$ cat config.mk
export PLATFORM = sky130hd
export DESIGN_NAME = pal_cell
export DESIGN_NICKNAME = d
export VERILOG_FILES = /design/src/rtl/pal_pkg.sv /design/src/rtl/pal_cell.sv
export SDC_FILE = /design/constraint.sdc
export NUM_CORES = 1
export LEC_CHECK = 0
export BUFFER_PORTS_ARGS = -buffer_cell sky130_fd_sc_hd__buf_2
export CAP_MARGIN = 10
export CELL_PAD_IN_SITES_DETAIL_PLACEMENT = 0
export CELL_PAD_IN_SITES_GLOBAL_PLACEMENT = 2
export CORE_MARGIN = 2
export CORE_UTILIZATION = 19
export DETAILED_ROUTE_END_ITERATION = 10
export PLACE_DENSITY_LB_ADDON = 0.1
export SLEW_MARGIN = 10
export SYNTH_ARGS = -nofsm -noshare
export SYNTH_HDL_FRONTEND = slang
export SYNTH_SLANG_ARGS = --single-unit
$ cat constraint.sdc
create_clock -name clk_i -period 2.9 [get_ports clk_i]
set_clock_uncertainty 0.1 [all_clocks]
set_input_delay 0.145 -clock clk_i [delete_from_list [all_inputs] [get_ports clk_i]]
set_output_delay 0.145 -clock clk_i [all_outputs]
set_load 0.005 [all_outputs]
$ cat src/rtl/pal_pkg.sv
// Shared command codes, status codes and cell control types for the positional array list.
`timescale 1ns / 1ps

package pal_pkg;

  // Command codes carried in the command field.
  localparam logic [2:0] CmdRead    = 3'd0;
  localparam logic [2:0] CmdInsert  = 3'd1;
  localparam logic [2:0] CmdAppend  = 3'd2;
  localparam logic [2:0] CmdDelete  = 3'd3;
  localparam logic [2:0] CmdReplace = 3'd4;
  localparam logic [2:0] CmdClear   = 3'd5;

  // Status codes reported with every result.
  localparam logic [1:0] StOk     = 2'd0;
  localparam logic [1:0] StBadPos = 2'd1;
  localparam logic [1:0] StFull   = 2'd2;

  // Index width that covers the largest supported list.
  localparam int unsigned MaxIdxW = 10;

  // The action that every cell of the chain takes.
  typedef enum logic [1:0] {
    ACT_HOLD,
    ACT_WRITE,
    ACT_INSERT,
    ACT_DELETE
  } cell_act_e;

  // Control broadcast to the whole row of cells.
  typedef struct packed {
    cell_act_e            action;
    logic [MaxIdxW-1:0]   idx;
  } cell_ctl_t;

endpackage

$ cat src/rtl/pal_cell.sv
// One storage cell of the list chain, holding the entry at a fixed position.
`timescale 1ns / 1ps

module pal_cell #(
  parameter int unsigned DATA_WIDTH = 32,
  parameter int unsigned INDEX      = 0
) (
  input  logic                    clk_i,
  input  pal_pkg::cell_ctl_t      ctl_i,
  input  logic [DATA_WIDTH-1:0]   wdata_i,
  input  logic [DATA_WIDTH-1:0]   left_i,
  input  logic [DATA_WIDTH-1:0]   right_i,
  output logic [DATA_WIDTH-1:0]   data_o,
  output logic [DATA_WIDTH-1:0]   sel_o
);

  localparam logic [pal_pkg::MaxIdxW-1:0] MyIdx = pal_pkg::MaxIdxW'(INDEX);

  logic [DATA_WIDTH-1:0] data_q;
  logic [DATA_WIDTH-1:0] data_d;

  // Next entry: keep, overwrite, take the lower neighbor or the upper neighbor.
  always_comb begin
    data_d = data_q;
    case (ctl_i.action)
      pal_pkg::ACT_WRITE: begin
        if (ctl_i.idx == MyIdx) data_d = wdata_i;
      end
      pal_pkg::ACT_INSERT: begin
        if (MyIdx > ctl_i.idx) data_d = left_i;
        else if (MyIdx == ctl_i.idx) data_d = wdata_i;
      end
      pal_pkg::ACT_DELETE: begin
        if (MyIdx >= ctl_i.idx) data_d = right_i;
      end
      default: data_d = data_q;
    endcase
  end

  // Entry storage needs no reset; positions at or above the count are never read.
  always_ff @(posedge clk_i) begin
    data_q <= data_d;
  end

  assign data_o = data_q;

  // Present the entry on the read tree only when this cell is addressed.
  assign sel_o = (ctl_i.idx == MyIdx) ? data_q : '0;

endmodule

# Word level (Yosys, flattened, before mapping)

Cells that the tools add are included.

$lt $le $gt $ge: 2
Equality and inequality tests: 4
Muxes and demuxes: 5
Reductions and logical operators: 3

Operators with widths:

| cell                  | number |
|---|---|
| $mux W32              | 4 |
| $pmux W32 S3          | 1 |
| $ge A1 B10 Y1 const A | 1 |
| $gt A1 B10 Y1 const A | 1 |
| $logic_not A10 Y1     | 1 |
| $eq A2 B2 Y1 const B  | 2 |
| $reduce_bool A3 Y1    | 1 |
| $eq A2 B1 Y1 const B  | 1 |
| $ne A2 B2 Y1 const B  | 1 |
| $reduce_and A2 Y1     | 1 |

Word-level logic and storage cells: 15
Output and inout port bits: 64
Flip-flop bits (word level): 32
Input bits: 109

# Logic depth before layout (Yosys ltp)

Gate-level depths: netlist (run 1).

Depth in word-level cells: 4
Gate-level depth with buffers: 5
Depth with buffers taken out: 3

# Least setup slack after synthesis (run 1)

OpenSTA, ideal clock, no wires.

Path type: input -> register
Start: in ctl_i[0] (netlist name)
End: reg data_q[0] (netlist: data_o[0]) (enable)
Library setup time: 0.422 ns
Stages: 4
Data required time: 2.378 ns
Data arrival time: 2.380 ns
Path buffers: 1
Slack: -0.002 ns
Cell sequence: nor4_2 clkbuf_1 a31oi_1 nor2_1

Word-level cells in the longest chain between the ends: 3

Ends and longest elaborated chain:

| item                               | RTL line       | RTL |
|---|---|---|
| start, declared                    | pal_cell.sv:9  | `input pal_pkg::cell_ctl_t ctl_i,` |
| $ge A1 B10 Y1                      | pal_cell.sv:34 | `if (MyIdx >= ctl_i.idx) data_d = right_i;` |
| $ne A2 B2 Y1 (no source line)      | n/a            |  |
| $reduce_and A2 Y1 (no source line) | n/a            |  |
| end signal, assigned               | pal_cell.sv:42 | `data_q <= data_d;` |
| end, declared                      | pal_cell.sv:19 | `logic [DATA_WIDTH-1:0] data_q;` |

No other way between the ends.
A chain may end at the register's enable or synchronous reset.

# Final worst setup path (run 1)

Start: in ctl_i[0] (netlist name)
End: out sel_o[6]

Word-level cells in the longest chain between the ends: 2

Ends and longest elaborated chain:

| item              | RTL line       | RTL |
|---|---|---|
| $logic_not A10 Y1 | pal_cell.sv:48 | `assign sel_o = (ctl_i.idx == MyIdx) ? data_q : '0;` |
| $mux W32          | pal_cell.sv:48 |  |
| end, declared     | pal_cell.sv:14 | `output logic [DATA_WIDTH-1:0] sel_o` |

No other way between the ends.

==> results of run 1 <==
## synth_stat cells (all sizes together)
library cell   n  area [um2]
buf           17         103
nor2          36         138
edfxtp        32         961
o31ai         32         385
and3          32         200
nand4         32         200
clkbuf        18        67.6
nand2          1        3.75
a31oi         33         206
nor4           2        18.8
or4            2        15.0
or2            1        6.26
## placed cells by master, fill, tap and decap left out
cell type,synthesis,final
a31oi_1,33,33
and3_1,32,32
buf_2,13,140
buf_4,0,13
bufinv_16,0,1
clkbuf_1,18,1
clkbuf_16,0,5
clkinv_2,0,1
edfxtp_1,32,32
nand2_2,0,1
nand4_1,32,32
nor2_1,35,33
nor2_2,1,1
nor2_4,0,2
nor4_2,1,1
nor4_4,0,1
o31ai_1,3,3
o31ai_2,29,29
or2_2,1,1
or4_2,0,2
## routing by layer
layer,global-route usage,share of wire,vias to the layer above
met5,0,0,-
met3,0.0371,0.077,2
li1,-,-,1198
met1,0.200,0.46,1180
met4,0.0220,0.0039,0
met2,0.232,0.46,96
## critical path: cells and delay by family
family	cells	cell delay [ns]
buffers and inverters	3	0.51
and+or+nand+nor	3	1.21
## power groups by stage
| stage | Clock (mW) | Combinational (mW) | Sequential (mW) |
|---|---|---|---|
| 3_5_place_dp | 0 | 0.277 | 0.625 |
| 6_report | 0.605 | 0.271 | 0.614 |
| 5_1_grt | 0.641 | 0.301 | 0.623 |
| 3_3_place_gp | 0 | 0.275 | 0.623 |
| 2_1_floorplan | 0 | 0.128 | 0.622 |
| 4_1_cts | 0.630 | 0.277 | 0.616 |
## worst max-delay path by stage
stage	from	endpoint	slack (ns)	cells past startpoint
finish	ctl_i[0]	sel_o[6]	0.77	6
global route	ctl_i[0]	sel_o[0]	0.65	6
CTS	ctl_i[0]	sel_o[0]	0.74	6
detailed placement	ctl_i[0]	data_o[25]$_DFFE_PP_	0.64	5
global placement	ctl_i[0]	data_o[25]$_DFFE_PP_	0.66	5
floorplan	ctl_i[0]	data_o[0]$_DFFE_PP_	0.51	4
## cells by family after synthesis
group | synth area share
simple gates | 0.252
compound gates | 0.257
buf+inv | 0.0738
flops | 0.417
## cell type report
type,instances,area (um2),share of cell area
multi-input combinational,171,1210,0.365
clock buffer,6,129,0.0389
sequential,32,961,0.290
timing repair buffer,153,798,0.241
clock inverter,2,35.0,0.0106
tap,147,184,0.0555
## through the flow
stage / setup WS (ns) / hold WS (ns) / util / std cells / power, mW
CTS: 0.738 / 0.114 / 0.278 / 511 / 1.52
detailed placement: 0.641 / 0.401 / 0.265 / 503 / 0.902
global route: 0.646 / 0.129 / 0.278 / 511 / 1.56
floorplan: 0.508 / 0.299 / - / 238 / 0.749
finish: 0.768 / 0.118 / 0.278 / 511 / 1.49
global placement: 0.665 / 0.392 / 0.265 / 503 / 0.898
==> flow_summary_export.csv, run 1 <==
group,metric,value,unit
sta,fin_setup_tns,0,ns
die,die_h,114,um
hold_path,min-delay-start,"right_i[14]",
grt,antenna_found_initial,0,
grt,gr-total-overflow,0,
detailed_routing,vias,2476,
die,io_pins,173,
finish,largest_register_ffs,32,
clocking,clk_pin_slew,0.05,ns
worst_setup_path,cp_cell_sequence,"buf_2, or4_2, nor2_2, buf_4, and3_1, buf_2",
die,die_w,114,um
pwr,p_sw_frac,0.261,
clocking,cts_root_buffer,"clkbuf_16",
pwr,p_sw,0.389,mW
detailed_routing,ant_nets,0,
clocking,cts_tree,"done",
worst_setup_path,cpMostUsedCell,"buf_2",
synthesis,syn_inst,238,
sta,max_slew_margin,0.564,
worst_setup_path,rrSetupSlack,1.88,ns
grt,grt_pass1_wl,14300,um
clocking,post_cts_buffers,0,
placement,port_buffers,140,
run,drv_cap,0,
die,die_area,13000,um2
die,start_util,0.193,
sta,tightest_slew,0.654,ns
pwr,p_seq_frac,0.412,
sta,timing.fmax,0.469,GHz
worst_setup_path,slowest_stage,"or4_2",
die,core,11900,um2
grt,grtUsageTotal,0.144,
grt,grt_pass1_vias,2455,
clocking,cts_resized,0,
placement,placed_cell_area,3150,um2
synthesis,syn_area_per_cell,9.68,um2
finish,area_growth,43.9,%
sta,rsz0062_at_grt,"no",
detailed_routing,drt-vias-per-instance,4.85,
finish,final_area,3320,um2
pwr,leakagePower,1.46,nW
worst_setup_path,rr_endpoint,"data_o[13]$_DFFE_PP_",
finish,finalNetCount,472,
detailed_routing,dr.first_iter.drc_count,100,
worst_setup_path,slowest_delay,0.86,ns
clocking,cts_buffer_depth,2,
worst_setup_path,worstPathArrival,1.89,ns
hold_path,hold_depth,3,
clocking,clock_latency,0.27,ns
synthesis,yosysUniqueCellTypes,17,
clocking,hold_buffers,0,
worst_setup_path,crit_fanout,20,
pwr,p_int,1.10,mW
status,run_status,"completed",
hold_path,holdPathEnd,"data_o[14]$_DFFE_PP_",
detailed_routing,wl,9570,um
clocking,cts_buffers,5,
placement,dp_hpwl,6390,um
detailed_routing,wl_per_cell,18.7,um
finish,fillerInstances,1344,
synthesis,ys_ff_latch,32,
worst_setup_path,crit_required,2.65,ns
pwr,p_clk_frac,0.406,
worst_setup_path,r2r_cells,2,
sta,setup-violations-final,0,
clocking,clock_sinks,32,
finish,drive_gt1_frac,0.544,
sta,finalCritPeriodShare,0.735,
worst_setup_path,path_class,"primary input to output pin",
clocking,htreeDepth,2,
worst_setup_path,worstReg2RegStart,"data_o[13]$_DFFE_PP_",
worst_setup_path,worstSetupEndpointType,"output pin",
finish,diodes,0,
detailed_routing,firstDrtPassIters,4,
synthesis,syn_nets,347,
sta,hold_viol,0,
pwr,pwr_density_cell,450,nW/um2
worst_setup_path,start_kind,"primary input",
placement,routabilityCongestion,0.677,
synthesis,syn_area,2300,um2
synthesis,yosysWarnings,0,
detailed_routing,post-route-drc-count,0,
pwr,p_comb_frac,0.182,
sta,drv_slew,0,
grt,grt_max_degree,65,
sta,period_needed,2.13,ns
hold_path,hp-class,"primary input to flop",
synthesis,synth.yosys.seq_area_share,0.417,
die,rows,40,
pwr,ir_drop,237,uV
Note: power is estimated with default switching activity, not from simulation.
==> run 2: changes to the inputs <==
Settings changed: ABC_AREA set to 1, CORE_UTILIZATION 19 to 20.
Clock period 2.9 ns to 2.2 ns, I/O delays scaled along.
==> run 2 against run 1 <==
Design area grew 2.9%. Hold slack lost 0.12 ns. Worst setup slack gained 0.024 ns. Via count grew 0.93%. Area after synthesis grew 4.9%. Critical endpoint is now sel_o[9]. Critical path type unchanged. Sequential cell count is the same.
==> flow_summary_export.csv, run 2 <==
group,metric,value,unit
status,run_status,"completed",
synthesis,yosys_most_used_dff,"edfxtp_1",
synthesis,synth_area_leader_cell,"edfxtp_1",
finish,finalNetCount,573,
clocking,post_cts_buffers,0,
sta,rsz0062_at_grt,"no",
synthesis,ys_async_sr_fraction,0,
grt,grtUsageTotal,0.134,
worst_setup_path,worstSetupStartpoint,"ctl_i[9]",
synthesis,syn_area,2420,um2
synthesis,synth.top_cell.area_share,0.397,
die,core,11900,um2
hold_path,hp-class,"primary input to flop",
synthesis,syn_nets,434,
worst_setup_path,path_class,"primary input to output pin",
finish,layout_commonest_cell,"buf_2",
detailed_routing,wl_per_cell,14.2,um
clocking,clock_latency,0.28,ns
detailed_routing,dr.first_iter.drc_count,115,
finish,diodes,0,
sta,timing.fmax,0.710,GHz
worst_setup_path,worstReg2RegStart,"data_o[0]$_DFFE_PP_",
finish,largest_register_ffs,32,
worst_setup_path,crit_required,1.99,ns
worst_setup_path,start_kind,"primary input",
detailed_routing,wl,8690,um
detailed_routing,post-route-drc-count,0,
grt,antenna_found_initial,1,
clocking,hold_buffers,3,
synthesis,syn_area_per_cell,7.44,um2
sta,hold_viol,0,
pwr,ir_drop,249,uV
detailed_routing,vias,2499,
placement,routabilityCongestion,0.701,
grt,grt_pass1_vias,2441,
sta,drv_slew,0,
sta,fin_setup_tns,0,ns
grt,gr-total-overflow,0,
clocking,cts_buffer_depth,2,
finish,finalNonFillerCells,611,
placement,placed_cell_area,3250,um2
detailed_routing,drt-vias-per-instance,4.09,
finish,drive_gt1_frac,0.403,
clocking,cts_buffers,5,
synthesis,synth.area.top_cells,"edfxtp_1 40%, nand3_1 13%, inv_1 10%",
sta,tightest_slew,0.494,ns
die,rows,40,
pwr,pwr_density_cell,543,nW/um2
die,die_w,114,um
clocking,clk_pin_slew,0.06,ns
synthesis,synth-edff-count,32,
die,io_pins,173,
grt,grt_pass1_wl,13200,um
sta,max_slew_margin,0.670,
sta,setup-violations-final,0,
clocking,clock_sinks,32,
finish,final_area,3410,um2
clocking,cts_root_buffer,"clkbuf_16",
synthesis,ys_ff_latch,32,
finish,area_growth,41.0,%
placement,dp_hpwl,5610,um
worst_setup_path,worstPathArrival,1.20,ns
placement,port_buffers,140,
finish,utilization,0.286,
sta,period_needed,1.41,ns
detailed_routing,ant_nets,0,
die,start_util,0.203,
sta,finalCritPeriodShare,0.640,
clocking,htreeDepth,2,
worst_setup_path,crit_fanout,32,
synthesis,yosysUniqueCellTypes,18,
pwr,total_power,1.85,mW
hold_path,min-delay-start,"right_i[10]",
finish,layout_common_cells,"140 x buf_2, 65 x inv_1, 65 x nand2_1",
clocking,cts_resized,0,
pwr,leakagePower,1.85,nW
clocking,cts_tree,"done",
die,die_area,13000,um2
worst_setup_path,worstSetupEndpointType,"output pin",
die,die_h,114,um
synthesis,synth.yosys.seq_area_share,0.397,
grt,grt_max_degree,33,
synthesis,yosysWarnings,0,
placement,dp_cells,601,
synthesis,synth_commonest_cells,"65 x inv_1, 65 x nand2_1, 65 x nand3_1",
synthesis,syn_inst,325,
detailed_routing,firstDrtPassIters,4,
run,drv_cap,0,
run 2: cells by family (layout without fill, tap and decap cells):
logic type / Yosys count / after routing / synth area share
buf+inv: 88 / 227 / 0.165
flops: 32 / 32 / 0.397
compound gates: 33 / 33 / 0.101
simple gates: 172 / 172 / 0.336
run 2: layout make-up:
type	count	area [um2]
clock inverter	1	5.00
multi-input combinational	205	1070
timing repair buffer	153	806
fill	1392	8500
sequential	32	961
inverter	67	251
tap	147	184
clock buffer	6	129
run 2: per-stage QoR:
| step | hold slack (ns) | setup slack, ns |
|---|---|---|
| final | 0.00257 | 0.792 |
| after floorplan | 0.196 | 0.153 |
| after detailed placement | 0.285 | 0.541 |
| after global routing | 0.00952 | 0.645 |
| after CTS | 0.00119 | 0.752 |
| after global placement | 0.282 | 0.538 |
run 2: worst paths after layout:
check / depth (start not counted) / slack [ns] / end
min reg2reg: 3 / 0.59 / data_o[19]$_DFFE_PP_
max: 8 / 0.79 / sel_o[9]
max reg2reg: 3 / 1.13 / data_o[0]$_DFFE_PP_
min: 3 / 0.003 / data_o[10]$_DFFE_PP_
run 2: worst max-delay path: stages:
cell,delay [ns]
buf_2,0.10
nor2_2,0.14
nand2_2,0.11
nor2_8,0.11
nand2_4,0.06
buf_4,0.28
nor2_2,0.13
buf_2,0.14
run 2: metal layers:
layer,vias up,part of all wire,GRT usage
met5,-,0.0015,0
met4,2,0.0053,0.0268
met3,4,0.070,0.0335
met2,90,0.49,0.229
met1,1107,0.44,0.173
li1,1296,-,-
run 2: power by group:
part           switching, mW  leakage, nW  internal [mW]  total (mW)
sequential            0.0472        0.322          0.764       0.811
clock                  0.254       0.0667          0.411       0.666
combinational          0.194         1.46          0.183       0.377
total                  0.496         1.85           1.36        1.85
